--- config.mk ---
export PLATFORM = sky130hd
export DESIGN_NAME = looped_block_playback_cursor_flat
export DESIGN_NICKNAME = d
export VERILOG_FILES = /design/src/rtl/lbpc_pkg.sv /design/src/rtl/lbpc_in_if.sv /design/src/rtl/lbpc_out_if.sv /design/src/rtl/lbpc_ctrl.sv /design/src/rtl/lbpc_datapath.sv /design/src/rtl/looped_block_playback_cursor.sv /design/src/flat_wrapper.sv
export SDC_FILE = /design/constraint.sdc
export NUM_CORES = 1
export LEC_CHECK = 0
export BUFFER_PORTS_ARGS = -buffer_cell sky130_fd_sc_hd__buf_4
export CORE_UTILIZATION = 45
export CTS_CLUSTER_SIZE = 12
export DETAILED_ROUTE_END_ITERATION = 8
export GPL_TIMING_DRIVEN = 0
export REMOVE_ABC_BUFFERS = 1
export SYNTH_ARGS = -nofsm -noshare
export SYNTH_HDL_FRONTEND = slang
export SYNTH_SLANG_ARGS = --single-unit
--- constraint.sdc ---
create_clock -name clk -period 6.1 [get_ports clk]
set_input_delay 0.305 -clock clk [delete_from_list [all_inputs] [get_ports clk]]
set_output_delay 0.305 -clock clk [all_outputs]
set_load 0.005 [all_outputs]
--- src/rtl/lbpc_pkg.sv ---
`timescale 1ns / 1ps

package lbpc_pkg;

  localparam int OP_W       = 3;
  localparam int SIZE_W     = 21;
  localparam int BLEN_W     = 17;
  localparam int POS_W      = 21;
  localparam int CUR_W      = 22;
  localparam int CFG_IDX_W  = 1;
  localparam int CFG_DATA_W = 21;
  localparam int DIV_STEPS  = 21;
  localparam int DIV_CNT_W  = 5;

  localparam logic [SIZE_W-1:0] BUFFER_SIZE_RST  = 21'd1048576;
  localparam logic [BLEN_W-1:0] BLOCK_LENGTH_RST = 17'd256;

  localparam logic [CFG_IDX_W-1:0] CFG_BUFFER_SIZE  = 1'b0;
  localparam logic [CFG_IDX_W-1:0] CFG_BLOCK_LENGTH = 1'b1;

  typedef enum logic [OP_W-1:0] {
    OP_INIT       = 3'd0,
    OP_FETCH      = 3'd1,
    OP_ADVANCE    = 3'd2,
    OP_SET_LOOP   = 3'd3,
    OP_SET_REGION = 3'd4,
    OP_REWIND     = 3'd5,
    OP_SET_PAUSE  = 3'd6,
    OP_SET_CURSOR = 3'd7
  } op_t;

  typedef struct packed {
    logic load;
    logic div_start;
    logic div_step;
    logic commit;
  } lbpc_cmd_t;

  typedef struct packed {
    logic need_div;
    logic div_last;
    logic out_free;
  } lbpc_status_t;

endpackage

--- src/rtl/lbpc_in_if.sv ---
`timescale 1ns / 1ps

interface lbpc_in_if import lbpc_pkg::*; ();
  logic              valid;
  logic              ready;
  logic [OP_W-1:0]   op;
  logic              flag;
  logic [POS_W-1:0]  position;
  logic [POS_W-1:0]  position_end;

  modport source (output valid, op, flag, position, position_end, input ready);
  modport sink   (input valid, op, flag, position, position_end, output ready);
endinterface

--- src/rtl/lbpc_out_if.sv ---
`timescale 1ns / 1ps

interface lbpc_out_if import lbpc_pkg::*; ();
  logic             valid;
  logic             ready;
  logic             block_valid;
  logic [POS_W-1:0] block_address;
  logic [POS_W-1:0] region_start_now;
  logic [POS_W-1:0] region_end_now;
  logic             loop_now;
  logic             paused_now;
  logic             error;

  modport source (output valid, block_valid, block_address, region_start_now,
                  region_end_now, loop_now, paused_now, error, input ready);
  modport sink   (input valid, block_valid, block_address, region_start_now,
                  region_end_now, loop_now, paused_now, error, output ready);
endinterface

--- src/rtl/lbpc_ctrl.sv ---
`timescale 1ns / 1ps

module lbpc_ctrl import lbpc_pkg::*; (
  input  logic         clk,
  input  logic         rst_n,
  input  logic         in_valid,
  output logic         in_ready,
  input  lbpc_status_t status,
  output lbpc_cmd_t    cmd
);

  typedef enum logic [1:0] {S_IDLE, S_EXEC, S_DIV, S_FIN} state_t;

  state_t state_r, state_nxt;
  logic   in_ready_r;

  always_comb begin
    state_nxt = state_r;
    cmd       = '0;
    unique case (state_r)
      S_IDLE: begin
        if (in_valid) begin
          cmd.load  = 1'b1;
          state_nxt = S_EXEC;
        end
      end
      S_EXEC: begin
        if (status.need_div) begin
          cmd.div_start = 1'b1;
          state_nxt     = S_DIV;
        end else if (status.out_free) begin
          cmd.commit = 1'b1;
          state_nxt  = S_IDLE;
        end
      end
      S_DIV: begin
        cmd.div_step = 1'b1;
        if (status.div_last) begin
          state_nxt = S_FIN;
        end
      end
      S_FIN: begin
        if (status.out_free) begin
          cmd.commit = 1'b1;
          state_nxt  = S_IDLE;
        end
      end
    endcase
  end

  always_ff @(posedge clk) begin
    if (!rst_n) begin
      state_r    <= S_IDLE;
      in_ready_r <= 1'b1;
    end else begin
      state_r    <= state_nxt;
      in_ready_r <= (state_nxt == S_IDLE);
    end
  end

  assign in_ready = in_ready_r;

endmodule

--- src/rtl/lbpc_datapath.sv ---
`timescale 1ns / 1ps

module lbpc_datapath import lbpc_pkg::*; #(
  parameter int ADDR_BITS = 20
) (
  input  logic                  clk,
  input  logic                  rst_n,
  input  lbpc_cmd_t             cmd,
  output lbpc_status_t          status,
  input  logic [OP_W-1:0]       in_op,
  input  logic                  in_flag,
  input  logic [POS_W-1:0]      in_position,
  input  logic [POS_W-1:0]      in_position_end,
  output logic                  out_valid,
  input  logic                  out_ready,
  output logic                  out_block_valid,
  output logic [POS_W-1:0]      out_block_address,
  output logic [POS_W-1:0]      out_region_start_now,
  output logic [POS_W-1:0]      out_region_end_now,
  output logic                  out_loop_now,
  output logic                  out_paused_now,
  output logic                  out_error,
  input  logic                  cfg_we,
  input  logic [CFG_IDX_W-1:0]  cfg_index,
  input  logic [CFG_DATA_W-1:0] cfg_data
);

  localparam logic [32:0] SIZE_LIMIT = 33'd1 << ADDR_BITS;

  // latched item
  op_t              op_r;
  logic             flag_r;
  logic [POS_W-1:0] pos_r;
  logic [POS_W-1:0] pos_end_r;

  // configuration
  logic [SIZE_W-1:0] buffer_size_r;
  logic [BLEN_W-1:0] block_length_r;

  // playback state
  logic              init_r, init_nxt;
  logic [CUR_W-1:0]  cursor_r, cursor_nxt;
  logic [POS_W-1:0]  capacity_r, capacity_nxt;
  logic [POS_W-1:0]  rs_r, rs_nxt;
  logic [POS_W-1:0]  re_r, re_nxt;
  logic [POS_W-1:0]  ps_r, ps_nxt;
  logic [POS_W-1:0]  pe_r, pe_nxt;
  logic              la_r, la_nxt;
  logic              lp_r, lp_nxt;
  logic              lcr_r, lcr_nxt;
  logic              rcr_r, rcr_nxt;
  logic              rew_r, rew_nxt;
  logic              preq_r, preq_nxt;
  logic              plat_r, plat_nxt;
  logic              fseen_r, fseen_nxt;

  // remainder unit
  logic [BLEN_W-1:0]    rem_r;
  logic [POS_W-1:0]     dvd_r;
  logic [DIV_CNT_W-1:0] cnt_r;
  logic [BLEN_W:0]      rem_sh;
  logic [POS_W-1:0]     dividend;

  // result register
  logic             out_valid_r, out_valid_nxt;
  logic             ov_block_valid_r;
  logic [POS_W-1:0] ov_addr_r;
  logic             ov_error_r;
  logic             res_valid;
  logic             res_error;

  logic [SIZE_W-1:0] size_sat;
  logic              blen_zero;
  logic              region_ok;
  logic [POS_W-1:0]  div_res;

  // update rule
  logic             rew_in;
  logic             la_u;
  logic [POS_W-1:0] rs_u, re_u;
  logic [CUR_W-1:0] cur_u;
  logic             rew_u;
  logic             moved_u;
  logic             relocate;
  logic [CUR_W-1:0] cur_adv;
  logic [CUR_W-1:0] cur_step;

  assign size_sat  = ({12'd0, buffer_size_r} > SIZE_LIMIT) ?
                     SIZE_LIMIT[SIZE_W-1:0] : buffer_size_r;
  assign blen_zero = (block_length_r == '0);
  assign region_ok = !blen_zero && (pos_r < capacity_r) && (pos_end_r <= capacity_r)
                     && (pos_r <= pos_end_r);

  assign status.need_div = ((op_r == OP_INIT) && !blen_zero) ||
                           ((op_r == OP_SET_REGION) && init_r && region_ok);
  assign status.div_last = (cnt_r == DIV_CNT_W'(DIV_STEPS - 1));
  assign status.out_free = !out_valid_r || out_ready;

  assign dividend = (op_r == OP_INIT) ? size_sat : (pos_end_r - pos_r);
  assign rem_sh   = {rem_r, dvd_r[POS_W-1]};
  // floor(n / len) * len is n minus the remainder
  assign div_res  = ((op_r == OP_INIT) ? size_sat : pos_end_r) - {4'd0, rem_r};

  always_comb begin
    rew_in   = rew_r || (op_r == OP_REWIND);
    la_u     = lcr_r ? lp_r : la_r;
    rs_u     = rcr_r ? ps_r : rs_r;
    re_u     = rcr_r ? pe_r : re_r;
    relocate = rcr_r && ((cursor_r < {1'b0, ps_r}) || (cursor_r > {1'b0, pe_r})) &&
               (la_u || (cursor_r < {1'b0, ps_r}));
    cur_u    = cursor_r;
    rew_u    = rew_in;
    moved_u  = 1'b0;
    priority if (relocate) begin
      cur_u   = {1'b0, rs_u};
      rew_u   = 1'b0;
      moved_u = 1'b1;
    end else if (rew_in) begin
      cur_u   = {1'b0, rs_u};
      rew_u   = 1'b0;
      moved_u = 1'b1;
    end else if (la_u && (cursor_r >= {1'b0, re_u})) begin
      cur_u   = {1'b0, rs_u};
      moved_u = 1'b1;
    end
  end

  assign cur_adv  = (cursor_r < {1'b0, re_u}) ? cursor_r + CUR_W'(block_length_r) : cursor_r;
  assign cur_step = (la_u && (cur_adv >= {1'b0, re_u})) ? {1'b0, rs_u} : cur_adv;

  always_comb begin
    init_nxt     = init_r;
    cursor_nxt   = cursor_r;
    capacity_nxt = capacity_r;
    rs_nxt       = rs_r;
    re_nxt       = re_r;
    ps_nxt       = ps_r;
    pe_nxt       = pe_r;
    la_nxt       = la_r;
    lp_nxt       = lp_r;
    lcr_nxt      = lcr_r;
    rcr_nxt      = rcr_r;
    rew_nxt      = rew_r;
    preq_nxt     = preq_r;
    plat_nxt     = plat_r;
    fseen_nxt    = fseen_r;
    res_valid    = 1'b0;
    res_error    = 1'b0;
    if (cmd.commit) begin
      unique case (op_r)
        OP_INIT: begin
          if (blen_zero) begin
            res_error = 1'b1;
          end else begin
            capacity_nxt = div_res;
            la_nxt       = flag_r;
            lp_nxt       = flag_r;
            rs_nxt       = '0;
            ps_nxt       = '0;
            re_nxt       = div_res;
            pe_nxt       = div_res;
            init_nxt     = 1'b1;
          end
        end
        OP_FETCH: begin
          if (init_r) begin
            if (!fseen_r) begin
              la_nxt     = la_u;
              lcr_nxt    = 1'b0;
              rs_nxt     = rs_u;
              re_nxt     = re_u;
              rcr_nxt    = 1'b0;
              cursor_nxt = cur_u;
              rew_nxt    = rew_u;
              plat_nxt   = preq_r;
              fseen_nxt  = 1'b1;
              res_valid  = (cur_u < {1'b0, re_u}) && !preq_r;
            end else begin
              res_valid  = (cursor_r < {1'b0, re_r}) && !plat_r;
            end
          end
        end
        OP_ADVANCE: begin
          if (init_r) begin
            la_nxt  = la_u;
            lcr_nxt = 1'b0;
            rs_nxt  = rs_u;
            re_nxt  = re_u;
            rcr_nxt = 1'b0;
            rew_nxt = rew_u;
            if (moved_u) begin
              cursor_nxt = cur_u;
            end else begin
              if (!plat_r) begin
                cursor_nxt = cur_step;
              end
              fseen_nxt = 1'b0;
            end
          end
        end
        OP_SET_LOOP: begin
          if (init_r) begin
            lp_nxt  = flag_r;
            lcr_nxt = 1'b1;
          end
        end
        OP_SET_REGION: begin
          if (init_r) begin
            if (!region_ok) begin
              res_error = 1'b1;
            end else begin
              ps_nxt  = pos_r;
              pe_nxt  = div_res;
              rcr_nxt = 1'b1;
            end
          end
        end
        OP_REWIND: begin
          if (init_r) begin
            la_nxt     = la_u;
            lcr_nxt    = 1'b0;
            rs_nxt     = rs_u;
            re_nxt     = re_u;
            rcr_nxt    = 1'b0;
            cursor_nxt = cur_u;
            rew_nxt    = rew_u;
          end
        end
        OP_SET_PAUSE: begin
          preq_nxt = flag_r;
        end
        OP_SET_CURSOR: begin
          if (pos_r <= capacity_r) begin
            cursor_nxt = {1'b0, pos_r};
          end
        end
      endcase
    end
  end

  always_comb begin
    out_valid_nxt = out_valid_r;
    if (cmd.commit) begin
      out_valid_nxt = 1'b1;
    end else if (out_ready) begin
      out_valid_nxt = 1'b0;
    end
  end

  always_ff @(posedge clk) begin
    if (!rst_n) begin
      buffer_size_r  <= BUFFER_SIZE_RST;
      block_length_r <= BLOCK_LENGTH_RST;
    end else if (cfg_we) begin
      unique case (cfg_index)
        CFG_BUFFER_SIZE:  buffer_size_r  <= cfg_data[SIZE_W-1:0];
        CFG_BLOCK_LENGTH: block_length_r <= cfg_data[BLEN_W-1:0];
      endcase
    end
  end

  always_ff @(posedge clk) begin
    if (!rst_n) begin
      init_r      <= 1'b0;
      cursor_r    <= '0;
      capacity_r  <= '0;
      rs_r        <= '0;
      re_r        <= '0;
      ps_r        <= '0;
      pe_r        <= '0;
      la_r        <= 1'b0;
      lp_r        <= 1'b0;
      lcr_r       <= 1'b0;
      rcr_r       <= 1'b0;
      rew_r       <= 1'b0;
      preq_r      <= 1'b0;
      plat_r      <= 1'b0;
      fseen_r     <= 1'b0;
      out_valid_r <= 1'b0;
    end else begin
      init_r      <= init_nxt;
      cursor_r    <= cursor_nxt;
      capacity_r  <= capacity_nxt;
      rs_r        <= rs_nxt;
      re_r        <= re_nxt;
      ps_r        <= ps_nxt;
      pe_r        <= pe_nxt;
      la_r        <= la_nxt;
      lp_r        <= lp_nxt;
      lcr_r       <= lcr_nxt;
      rcr_r       <= rcr_nxt;
      rew_r       <= rew_nxt;
      preq_r      <= preq_nxt;
      plat_r      <= plat_nxt;
      fseen_r     <= fseen_nxt;
      out_valid_r <= out_valid_nxt;
    end
  end

  always_ff @(posedge clk) begin
    if (cmd.load) begin
      op_r      <= op_t'(in_op);
      flag_r    <= in_flag;
      pos_r     <= in_position;
      pos_end_r <= in_position_end;
    end
    if (cmd.div_start) begin
      rem_r <= '0;
      dvd_r <= dividend;
      cnt_r <= '0;
    end else if (cmd.div_step) begin
      if (rem_sh >= {1'b0, block_length_r}) begin
        rem_r <= BLEN_W'(rem_sh - {1'b0, block_length_r});
      end else begin
        rem_r <= rem_sh[BLEN_W-1:0];
      end
      dvd_r <= {dvd_r[POS_W-2:0], 1'b0};
      cnt_r <= cnt_r + 1'b1;
    end
    if (cmd.commit) begin
      ov_block_valid_r <= res_valid;
      ov_addr_r        <= cursor_nxt[POS_W-1:0];
      ov_error_r       <= res_error;
    end
  end

  assign out_valid            = out_valid_r;
  assign out_block_valid      = ov_block_valid_r;
  assign out_block_address    = ov_addr_r;
  assign out_error            = ov_error_r;
  // pending values and pause request only change at commit
  assign out_region_start_now = ps_r;
  assign out_region_end_now   = pe_r;
  assign out_loop_now         = lp_r;
  assign out_paused_now       = preq_r;

endmodule

--- src/rtl/looped_block_playback_cursor.sv ---
// Result: most ops commit from S_EXEC to the output register once that register is free;
//   init and set region may first run the 21-step bit-serial remainder (one bit a cycle).
// One item is in flight at a time; the next is taken only once the result is committed.
// A new item is taken while the previous result waits in the output register.
// Reset: synchronous, active low; clears all playback state, buffer_size to 1048576
//   and block_length to 256.
`timescale 1ns / 1ps

module looped_block_playback_cursor import lbpc_pkg::*; #(
  parameter int ADDR_BITS = 20
) (
  input  logic                  clk,
  input  logic                  rst_n,
  lbpc_in_if.sink               in_ch,
  lbpc_out_if.source            out_ch,
  input  logic                  cfg_we,
  input  logic [CFG_IDX_W-1:0]  cfg_index,
  input  logic [CFG_DATA_W-1:0] cfg_data
);

  lbpc_cmd_t    cmd;
  lbpc_status_t status;

  lbpc_ctrl u_ctrl (
    .clk      (clk),
    .rst_n    (rst_n),
    .in_valid (in_ch.valid),
    .in_ready (in_ch.ready),
    .status   (status),
    .cmd      (cmd)
  );

  lbpc_datapath #(
    .ADDR_BITS (ADDR_BITS)
  ) u_datapath (
    .clk                  (clk),
    .rst_n                (rst_n),
    .cmd                  (cmd),
    .status               (status),
    .in_op                (in_ch.op),
    .in_flag              (in_ch.flag),
    .in_position          (in_ch.position),
    .in_position_end      (in_ch.position_end),
    .out_valid            (out_ch.valid),
    .out_ready            (out_ch.ready),
    .out_block_valid      (out_ch.block_valid),
    .out_block_address    (out_ch.block_address),
    .out_region_start_now (out_ch.region_start_now),
    .out_region_end_now   (out_ch.region_end_now),
    .out_loop_now         (out_ch.loop_now),
    .out_paused_now       (out_ch.paused_now),
    .out_error            (out_ch.error),
    .cfg_we               (cfg_we),
    .cfg_index            (cfg_index),
    .cfg_data             (cfg_data)
  );

  a_one_in_flight: assert property (@(posedge clk) disable iff (!rst_n)
    in_ch.valid && in_ch.ready |=> !in_ch.ready)
    else $error("input taken while an item is in flight");

  a_result_after_work: assert property (@(posedge clk) disable iff (!rst_n)
    $rose(out_ch.valid) |-> $past(!in_ch.ready))
    else $error("result appeared without an item in flight");

  a_valid_excl_error: assert property (@(posedge clk) disable iff (!rst_n)
    out_ch.valid |-> !(out_ch.block_valid && out_ch.error))
    else $error("block_valid and error both set");

endmodule
--- src/flat_wrapper.sv ---
// flat-port wrapper written by rule: the top's interface ports become plain ports
module looped_block_playback_cursor_flat import lbpc_pkg::*;
#(
  parameter int ADDR_BITS = 20
)
  (clk, rst_n, cfg_we, cfg_index, cfg_data, in_ch_valid, in_ch_op, in_ch_flag, in_ch_position, in_ch_position_end, in_ch_ready, out_ch_valid, out_ch_block_valid, out_ch_block_address, out_ch_region_start_now, out_ch_region_end_now, out_ch_loop_now, out_ch_paused_now, out_ch_error, out_ch_ready);
  lbpc_in_if in_ch_i ();
  lbpc_out_if out_ch_i ();
  input  logic clk;
  input  logic rst_n;
  input  logic cfg_we;
  input  logic [CFG_IDX_W-1:0] cfg_index;
  input  logic [CFG_DATA_W-1:0] cfg_data;
  input wire logic [$bits(in_ch_i.valid)-1:0] in_ch_valid;
  input wire logic [$bits(in_ch_i.op)-1:0] in_ch_op;
  input wire logic [$bits(in_ch_i.flag)-1:0] in_ch_flag;
  input wire logic [$bits(in_ch_i.position)-1:0] in_ch_position;
  input wire logic [$bits(in_ch_i.position_end)-1:0] in_ch_position_end;
  output wire logic [$bits(in_ch_i.ready)-1:0] in_ch_ready;
  output wire logic [$bits(out_ch_i.valid)-1:0] out_ch_valid;
  output wire logic [$bits(out_ch_i.block_valid)-1:0] out_ch_block_valid;
  output wire logic [$bits(out_ch_i.block_address)-1:0] out_ch_block_address;
  output wire logic [$bits(out_ch_i.region_start_now)-1:0] out_ch_region_start_now;
  output wire logic [$bits(out_ch_i.region_end_now)-1:0] out_ch_region_end_now;
  output wire logic [$bits(out_ch_i.loop_now)-1:0] out_ch_loop_now;
  output wire logic [$bits(out_ch_i.paused_now)-1:0] out_ch_paused_now;
  output wire logic [$bits(out_ch_i.error)-1:0] out_ch_error;
  input wire logic [$bits(out_ch_i.ready)-1:0] out_ch_ready;
  assign in_ch_i.valid = in_ch_valid;
  assign in_ch_i.op = in_ch_op;
  assign in_ch_i.flag = in_ch_flag;
  assign in_ch_i.position = in_ch_position;
  assign in_ch_i.position_end = in_ch_position_end;
  assign in_ch_ready = in_ch_i.ready;
  assign out_ch_valid = out_ch_i.valid;
  assign out_ch_block_valid = out_ch_i.block_valid;
  assign out_ch_block_address = out_ch_i.block_address;
  assign out_ch_region_start_now = out_ch_i.region_start_now;
  assign out_ch_region_end_now = out_ch_i.region_end_now;
  assign out_ch_loop_now = out_ch_i.loop_now;
  assign out_ch_paused_now = out_ch_i.paused_now;
  assign out_ch_error = out_ch_i.error;
  assign out_ch_i.ready = out_ch_ready;
  looped_block_playback_cursor #(.ADDR_BITS(ADDR_BITS)) u_core (.clk(clk), .rst_n(rst_n), .in_ch(in_ch_i), .out_ch(out_ch_i), .cfg_we(cfg_we), .cfg_index(cfg_index), .cfg_data(cfg_data));
endmodule
==> Word-level counts from Yosys, hierarchy flattened <==
Index checks and enable logic that the tools add are counted.
{ "word_totals": {"input_bits": 73, "out_inout_bits": 69, "word_cells": 206, "register_bits": 290} }
{ "classes": {"n_eq_ne": 23, "n_bitwise": 3, "order_cmp": 13, "n_mux": 81, "reduce_logical": 50, "n_addsub": 5} }
{ "ops": {"columns": ["cell", "n"], "rows": [
  ["2-to-1 mux 21 bit", 20],
  ["2-to-1 mux 22 bit", 12],
  ["case mux 21 bit (3 select lines)", 2],
  ["less-than comparator 22 x 21 -> 1 bit", 4],
  ["case mux 22 bit (4 select lines)", 1],
  ["case mux 21 bit (2 select lines)", 2],
  ["less-or-equal comparator 21 bit", 3],
  ["greater-or-equal comparator 22 x 21 -> 1 bit", 2],
  ["2-to-1 mux 1 bit", 30],
  ["adder 22 x 17 -> 22 bit", 1],
  ["greater-than comparator 22 x 21 -> 1 bit", 1],
  ["greater-than comparator 21 bit (second input constant)", 1],
  ["less-than comparator 21 bit", 1],
  ["subtractor 21 x 17 -> 21 bit", 1],
  ["subtractor 21 bit", 1],
  ["inequality test 2 bit (second input constant)", 10],
  ["greater-or-equal comparator 18 x 17 -> 1 bit", 1],
  ["logical NOT 17 bit", 1],
  ["2-to-1 mux 17 bit", 1],
  ["subtractor 17 bit", 1],
  ["AND reduction 5 bit", 3],
  ["equality test 3 bit (second input constant)", 4],
  ["logical AND 1 bit", 12],
  ["AND reduction 6 bit", 2],
  ["26 further kinds", 58]
]} }

==> Logic depth before layout (Yosys ltp) <==
Gate-level depths: netlist (run 1).
{ "logic_depth": {"ltp_word": 11, "depth_mapped": 26, "depth_no_buf": 21} }

==> By module <==
Synthesis (run 1) repeated with hierarchy kept, for this count alone.
{ "hier_totals": {"cells_unflattened": 2611, "area_unflattened_um2": 21420.5} }
{ "modules_own_cells": {"columns": ["mod", "n_inst", "cells_each", "seq_area_each_um2", "area_per_inst_um2"], "rows": [
  ["lbpc_datapath", 1, 2594, 6626.4, 21267.9],
  ["lbpc_ctrl", 1, 17, 60.1, 152.6]
]} }

==> Worst setup path after synthesis (run 1) <==
OpenSTA, ideal clock, no wires.
{ "synth_timing": {"kind": "reg2reg", "start": "reg u_core.u_datapath.rcr_r", "end": "reg u_core.u_datapath.ov_addr_r[0], in the netlist u_core.u_datapath.out_block_address[0] (data pin)", "setup_slack_ns": -0.367, "synth_period_minus_slack_ns": 6.467, "arrival_time_ns": 6.201, "path_stages_with_launch": 23, "setup_ns": 0.266, "path_buffers": 4, "required_time_ns": 5.834, "cell_sequence": "dfxtp_1 > buf_1 > buf_1 > clkbuf_1 > mux2i_1 > ha_1 > a21oi_1 > o21ai_0 > a2111oi_4 > o21a_1 > clkbuf_1 > mux2i_1 > ha_1 > nand2b_1 > a2111o_1 > a31oi_1 > a31oi_1 > nor2_1 > o21ai_4 > a2111oi_4 > a221oi_1 > a2111oi_2 > nor2_1"} }
{ "synth_between": {"elab_chain_len": 11, "word_cells_on_any_way": 25, "cone_classes": "order compare: 3; mux: 18; reduce/logical: 4"} }
{ "synth_rtl": {"columns": ["element", "line_no", "source"], "rows": [
  ["from (decl)", "lbpc_datapath.sv:51", "logic rcr_r, rcr_nxt;"],
  ["from (signal assigned)", "lbpc_datapath.sv:291", "rcr_r <= rcr_nxt;"],
  ["2-to-1 mux 21 bit", "lbpc_datapath.sv:108", "re_u = rcr_r ? pe_r : re_r;"],
  ["less-than comparator 22 x 21 -> 1 bit", "lbpc_datapath.sv:128", "assign cur_adv = (cursor_r < {1'b0, re_u}) ? cursor_r + CUR_W'(block_length_r) : cursor_r;"],
  ["2-to-1 mux 22 bit", "lbpc_datapath.sv:128", null],
  ["greater-or-equal comparator 22 x 21 -> 1 bit", "lbpc_datapath.sv:129", "assign cur_step = (la_u && (cur_adv >= {1'b0, re_u})) ? {1'b0, rs_u} : cur_adv;"],
  ["logical AND 1 bit", "lbpc_datapath.sv:129", null],
  ["2-to-1 mux 22 bit", "lbpc_datapath.sv:129", null],
  ["2-to-1 mux 22 bit", "lbpc_datapath.sv:194", "if (!plat_r) begin"],
  ["2-to-1 mux 22 bit", "lbpc_datapath.sv:191", "if (moved_u) begin"],
  ["2-to-1 mux 22 bit", "lbpc_datapath.sv:184", "if (init_r) begin"],
  ["case mux 22 bit (4 select lines) (*)", "lbpc_datapath.sv:150", "unique case (op_r)"],
  ["2-to-1 mux 21 bit (*)", "lbpc_datapath.sv:149", "if (cmd.commit) begin"],
  ["via u_core.u_datapath.cursor_nxt[0]", "lbpc_datapath.sv:42", "logic [CUR_W-1:0] cursor_r, cursor_nxt;"],
  ["to (signal assigned)", "lbpc_datapath.sv:322", "ov_addr_r <= cursor_nxt[POS_W-1:0];"],
  ["to (decl)", "lbpc_datapath.sv:67", "logic [POS_W-1:0] ov_addr_r;"]
]} }
The timed path passes the listed nets; every way through them passes the cells marked *. The select of a mux whose other input is x is not followed.
A chain may end at the register's enable or synchronous reset.

==> Worst setup path after layout (run 1) <==
{ "layout_timing": {"start": "reg u_core.u_datapath.op_r[2]", "end": "reg u_core.u_datapath.re_r[18]"} }
{ "layout_between": {"elab_chain_len": 7, "word_cells_on_any_way": 22, "cone_classes": "add/sub: 1; eq/ne: 8; mux: 5; reduce/logical: 8"} }
{ "layout_rtl": {"columns": ["element", "line_no", "source"], "rows": [
  ["from (decl)", "lbpc_datapath.sv:31", "op_t op_r;"],
  ["from (signal assigned)", "lbpc_datapath.sv:302", "op_r <= op_t'(in_op);"],
  ["branches (longest 7 deep; another with subtractor 21 x 17 -> 21 bit)", null, null],
  ["to (signal assigned)", "lbpc_datapath.sv:285", "re_r <= re_nxt;"],
  ["to (decl)", "lbpc_datapath.sv:45", "logic [POS_W-1:0] re_r, re_nxt;"]
]} }
Parallel ways; which one is timed is not known. The select of a mux whose other input is x is not followed.

==> out/metrics.yaml, run 1 <==
status: "completed"
start_util_pct: 45.81
cp-start-kind: "flop"
synthXorXnorAreaFrac_pct: 2.433
grt.overflow.total: 0
antenna_found_initial: 1
grt_max_degree: 82
drc: 0
timing.hold.ws_ns: 0.1573
synth-simple-area-share_pct: 18.02
synth_mux_area_share_pct: 4.003
synth.yosys.warnings: 0
fin_area_um2: 24850
synth_ff_type: "dfxtp_1"
yosysSeqAreaShare_pct: 32.02
cts_max_level: 2
clk_latency_ns: 0.58
max_clock_freq_ghz: 0.1669
skew_ns: 0.03019
r2r_slack_ns: 0.11
layout.nets: 3008
syn_avg_cell_area_um2: 8.240
crit_path_max_incr_delay_ns: 0.83
min_path_type: "input pin to flop"
ios: 142
grt_pass1_vias: 19770
clockRootBuffer: "clkbuf_16"
syn_inst: 2534
synth_compound_area_share_pct: 23.64
leakage_nw: 9.629
async_flop_share_pct: 0
rows: 78
cp_slowest_cell: "or3_2"
cpMostUsedCell: "a21oi_1"
dr.first_iter.drc_count: 1712
cts_made_buffers: 36
clockBufferDepth: 3
maxSlewViolCount: 0
area_growth_pct: 19.00
synth_cell_types: 88
die_y_um: 217.4
hold_violations: 0
synth-edff-count: 90
wl_um: 78600
first_pass_iters: 5
tightest_slew_ns: 1.379
ys_ff_latch: 289
worstPathRequired_ns: 6.61
synth_top_family_by_area: "compound AO/OA/AOI/OAI gates"
final_layout_size_suffix_gt1_share_pct: 12.17
max-cap-violations: 0
path_clk_slew_ns: 0.07
setup_viol: 0
cp_cell_sequence: "or3_2 -> a21oi_4 -> buf_12 -> a22oi_1 -> ha_1 -> inv_1 -> fa_1 -> a211o_1 -> a21boi_0 -> o21ai_0 -> a2111oi_0 -> o31ai_1 -> nor4_1 -> nor2_1 -> xor2_1 -> a21oi_1 -> a21oi_1"
die_area_um2: 47260
crit_path_max_fanout: 41
core_area_um2: 45580
timing.final.crit_share_pct: 98.23
synth_adder_area_share_pct: 14.71
min_period_ns: 5.992
grtUsageTotal_pct: 33.05
cts_tree: "done"
synthesis.area_um2: 20880
postRouteAntennaNets: 0
vias_per_cell: 6.133
gp_congestion: 0.9781
grt_pass1_wl_um: 118300
cp-end-kind: "flop"
arrival_ns: 6.50
chipWidth_um: 217.4
path_class: "flop to flop"
vias: 20360
post_dp_cell_area_um2: 22590
hpwl_um: 58640
pwr_density_cell_nw_per_um2: 269.3
cts_num_sinks: 289
relSlewSlack_pct: 7.846
wire_per_inst_um: 23.67
n_antenna_cell: 0
port_buffers: 141
ir_drop_v: 0.0002053
kinds of logic after synthesis:
| group | after synthesis |
|---|---|
| adders and majority gates | 243 |
| DFF | 289 |
| AOI/OAI and AO/OA | 756 |
| muxes | 81 |
| xor gates and xnor gates | 58 |
| and+or+nand+nor | 826 |
| buffers and inverters | 281 |
flip-flops by register name, indices dropped and copies added (netlist names), 17 cells and up:
signal	flops
u_core.u_datapath.block_length_r	17
u_core.u_datapath.rem_r	17
u_core.u_datapath.pos_end_r	21
u_core.u_datapath.dvd_r	21
u_core.u_datapath.buffer_size_r	21
u_core.u_datapath.re_r	21
u_core.u_datapath.out_block_address	21
u_core.u_datapath.out_region_end_now	21
u_core.u_datapath.rs_r	21
u_core.u_datapath.out_region_start_now	21
u_core.u_datapath.capacity_r	21
u_core.u_datapath.cursor_r	22
u_core.u_datapath.pos_r	21
critical path: cells and delay by family, from the launching register on:
family	cells	cell delay [ns]
AO/OA/AOI/OAI	9	2.54
AND/OR/NAND/NOR	3	1.29
flip-flops	1	0.78
adder cells (fa/ha/maj)	2	0.63
XOR/XNOR	1	0.40
buffers and inverters	2	0.26
per-stage QoR:
stage	cells	util, %	TNS, ns	power (mW)	worst slack (ns)
2_1_floorplan	2416	-	-16.71	3.728	-0.7781
3_3_place_gp	3157	48.76	-270.98	4.330	-4.575
3_5_place_dp	3173	49.56	-29.65	4.428	-1.550
4_1_cts	3316	54.08	0	6.664	0.01963
5_1_grt	3320	54.52	-0.04857	7.011	-0.04611
6_report	3320	54.52	0	6.690	0.1081
what timing repair did:
action,in CTS,in global routing
endpoints found under the hold margin,84,0
endpoints found under the setup margin,46,30
gates resized for setup,23,34
pin swaps,3,3
buffers inserted,9,3
hold buffers,67,0
cloned,1,0
layer usage:
metal	wire length, um	vias to the layer above	track usage [%]
li1	-	9628	-
met2	36950	807	55.48
met4	3798	0	15.45
met3	5061	188	4.892
met1	32790	9738	41.58
met5	0	-	0
where the power goes:
group	internal (mW)	total (mW)	switching [mW]
Clock	1.29	2.18	0.894
Combinational	0.894	2.27	1.37
Sequential	2.09	2.24	0.148
final timing paths:
check	start	endpoint	cells after the start
setup reg to reg	u_core.u_datapath.op_r[2]$_DFFE_PP_	u_core.u_datapath.re_r[18]$_SDFFE_PN0P_	17
hold reg to reg	u_core.u_datapath.rs_r[13]$_SDFFE_PN0P_	u_core.u_datapath.rs_r[13]$_SDFFE_PN0P_	2
setup / recovery	u_core.u_datapath.op_r[2]$_DFFE_PP_	u_core.u_datapath.re_r[18]$_SDFFE_PN0P_	17
hold / removal	in_ch_valid	u_core.u_ctrl.state_r[0]$_SDFF_PN0_	4
Yosys cell counts (18+ instances only):
cell type	number	area [um2]
nor2_1	228	855.8
xnor2_1	34	297.8
ha_1	239	2990
a22oi_1	42	315.3
clkbuf_1	93	349.1
nand2_1	294	1104
a21o_1	29	217.7
o211ai_1	26	195.2
o31ai_1	29	217.7
dfxtp_1	199	3984
inv_1	161	604.3
nor4_1	18	112.6
a21oi_1	271	1356
edfxtp_1	90	2703
mux2i_1	61	610.6
a22o_1	18	157.7
nand3_1	83	415.4
a31oi_1	26	162.7
nand4_1	37	231.5
o21ai_0	120	600.6
nor3_1	36	180.2
nand2b_1	27	168.9
mux2_2	20	225.2
o21a_1	22	165.2
nor2b_1	23	143.9
xor2_1	24	210.2
a211oi_1	48	360.4
placed cells by master (no fill, tap or decap), types with 83 or more instances in the layout:
cell,instances
o21ai_0,118
edfxtp_1,90
buf_4,151
ha_1,239
nand3_1,83
nor2_1,223
a21oi_1,270
nand2_1,291
dfxtp_1,192
inv_1,160
cell type report:
| class | count | area [um2] |
|---|---|---|
| fill | 4203 | 20730 |
| inverter | 163 | 616.8 |
| clock inverter | 16 | 176.4 |
| timing repair buffer | 237 | 2143 |
| clock buffer | 50 | 1006 |
| tap | 600 | 750.7 |
| multi-input combinational | 1965 | 13460 |
| sequential | 289 | 6698 |
No activity file was read; power rests on OpenSTA's default activity.
==> inputs of run 2 (changes only) <==
- CELL_PAD_IN_SITES_DETAIL_PLACEMENT: unset -> 1
- CELL_PAD_IN_SITES_GLOBAL_PLACEMENT: unset -> 1
- CORE_UTILIZATION: 45 -> 42
- PLACE_DENSITY_LB_ADDON: unset -> 0.1
==> out/metrics.yaml, run 2 (synthesized netlist as in run 1, its figures left out) <==
relSlewSlack_pct: 8.355  # +0.51 points
post-route-util_pct: 50.85  # -3.7 points
crit_path_max_incr_delay_ns: 0.43  # -0.40 ns
clockRootBuffer: "clkbuf_16"
final_common_cell: "nand2_1"
timing.final.crit_share_pct: 98.92  # +0.70 points
area_growth_pct: 19.22
critical_path.startpoint: "u_core.u_datapath.rcr_r$_SDFFE_PN0P_"
start_util_pct: 42.66  # -3.2 points
r2r-start: "u_core.u_datapath.rcr_r$_SDFFE_PN0P_"
cp-end-kind: "flop"
layout.nets: 3013  # +0.17%
min_from: "cfg_index"
min_period_ns: 6.034  # +0.04241 ns
arrival_ns: 6.32  # -0.18 ns
leakage_nw: 9.631  # about the same
grt.overflow.total: 0  # unchanged
rsz0062_at_grt: "true"
grt_pass1_vias: 21460  # +8.6%
max-cap-violations: 0  # unchanged
cp_slowest_cell: "a2111oi_2"
path_clk_slew_ns: 0.06  # about the same
port_buffers: 141  # unchanged
vias_per_cell: 6.056  # -1.3%
drc: 0  # unchanged
postRouteAntennaNets: 0  # unchanged
wl_um: 85650  # +9.0%
timing.hold.ws_ns: 0.09408  # -0.06323 ns
stdcell_count: 3389  # +2.1%
ios: 142  # unchanged
cts_made_buffers: 37  # +2.8%
grtUsageTotal_pct: 33.84  # +0.80 points
grt_pass1_wl_um: 129300  # +9.3%
clockBufferDepth: 3  # unchanged
grt_max_degree: 96  # +17%
cp_top_family: "compound AO/OA/AOI/OAI gates"
post_dp_cell_area_um2: 22690  # +0.44%
min_path_type: "input pin to flop"
finalPower_mw: 6.888  # +3.0%
cts_max_level: 2  # unchanged
final_layout_size_suffix_gt1_share_pct: 12.18  # +0.014 points
die_y_um: 225.0  # +3.5%
pwr_density_cell_nw_per_um2: 276.7  # +2.8%
place_ws_ns: -1.584  # -0.03437 ns
fin_area_um2: 24890  # +0.19%
dr.first_iter.drc_count: 1343  # -22%
ir_drop_v: 0.0002634  # +28%
gp_congestion: 0.9660  # -1.2%
cp_num_buf_inv: 2  # unchanged
wire_per_inst_um: 25.27  # +6.7%
worst_slack_ns: 0.06567  # -0.04241 ns
crit_path_max_fanout: 11  # -73%
max_clock_freq_ghz: 0.1657  # -0.70%
first_pass_iters: 5  # unchanged
cts_num_sinks: 289  # unchanged
cts_tree: "done"
skew_ns: 0.02547  # -0.004719 ns
cp_cell_sequence: "buf_12 -> mux2i_2 -> ha_1 -> nand3_1 -> a21oi_1 -> o31ai_1 -> and3_2 -> o21a_4 -> mux2_2 -> ha_1 -> nand4_1 -> nor4_2 -> a31oi_1 -> a31oi_1 -> nor2_2 -> o21a_1 -> o211ai_1 -> buf_4 -> a221oi_2 -> a2111oi_2 -> nor2_1"
core_area_um2: 48950  # +7.4%
dp.cells: 3239  # +2.1%
worstPathRequired_ns: 6.39  # -0.22 ns
maxSlewViolCount: 0  # unchanged
n_antenna_cell: 0  # unchanged
setup_viol: 0  # unchanged
largest_reg_flops: 22  # unchanged
vias: 20520  # +0.80%
hold_violations: 0  # unchanged
tns_ns: 0  # unchanged
die_area_um2: 50610  # +7.1%
path_class: "flop to flop"
antenna_found_initial: 1  # unchanged
status: "completed"
mostFrequentLayoutCells: "nand2_1, a21oi_1, ha_1"
cp-start-kind: "flop"
top_register: "u_core.u_datapath.cursor_r"
tightest_slew_ns: 1.375  # -0.004287 ns
clk_latency_ns: 0.57  # about the same
chipWidth_um: 225.0  # +3.5%
hpwl_um: 64550  # +10%
rows: 81  # +3.8%
-- run 2: cell types whose count changed in the layout (fill, tap and decap cells not counted), sizes merged --
cell      delta
clkinv       -1
clkinvlp     -2
bufinv       -2
inv          +2
clkbuf       +4
buf          +4
-- run 2: worst paths after layout --
path	end	slack [ns]	cells past startpoint
min	u_core.u_datapath.buffer_size_r[17]$_SDFFE_PN0P_	0.09	4
max	u_core.u_datapath.out_block_address[0]$_DFFE_PP_	0.07	21
max reg2reg	u_core.u_datapath.out_block_address[0]$_DFFE_PP_	0.07	21
min reg2reg	u_core.u_datapath.rs_r[11]$_SDFFE_PN0P_	0.46	2
-- run 2: cell type report --
| class | instances | area, um2 |
|---|---|---|
| clock buffer | 54 | 1060 |
| clock inverter | 13 | 103.9 |
| fill | 5767 | 24060 |
| inverter | 163 | 616.8 |
| multi-input combinational | 1965 | 13410 |
| sequential | 289 | 6695 |
| tap | 664 | 830.8 |
| timing repair buffer | 241 | 2173 |
-- run 2: power breakdown --
part	switching (mW)	internal [mW]	total, mW
Sequential	0.143	2.09	2.24
Combinational	1.59	0.901	2.49
Clock	0.915	1.25	2.17
Total	2.64	4.24	6.89
-- run 2: tightest hold or removal path: stages --
cell	delay, ns
buf_4	0.10
nor2b_2	0.08
nand2_1	0.08
a21oi_1	0.05
-- run 2: what timing repair did --
action | CTS | global route
buffers inserted | 11 | 4
hold buffers | 67 | 0
resized for setup | 34 | 16
gates cloned | 1 | 0
pin swaps | 3 | 3
hold endpoints to repair | 78 | 0
setup endpoints to repair | 65 | 39
-- run 2: metal layers --
layer  track usage, %  vias to the layer above  part of all wire [%]  wire length (um)
met3            5.111                      171                   5.0              4300
li1                 -                     9587                     -                 -
met1            41.98                    10230                    42             36180
met2            58.64                      536                    49             41620
met5                0                        -                 0.015                13
met4            13.30                        2                   4.1              3536
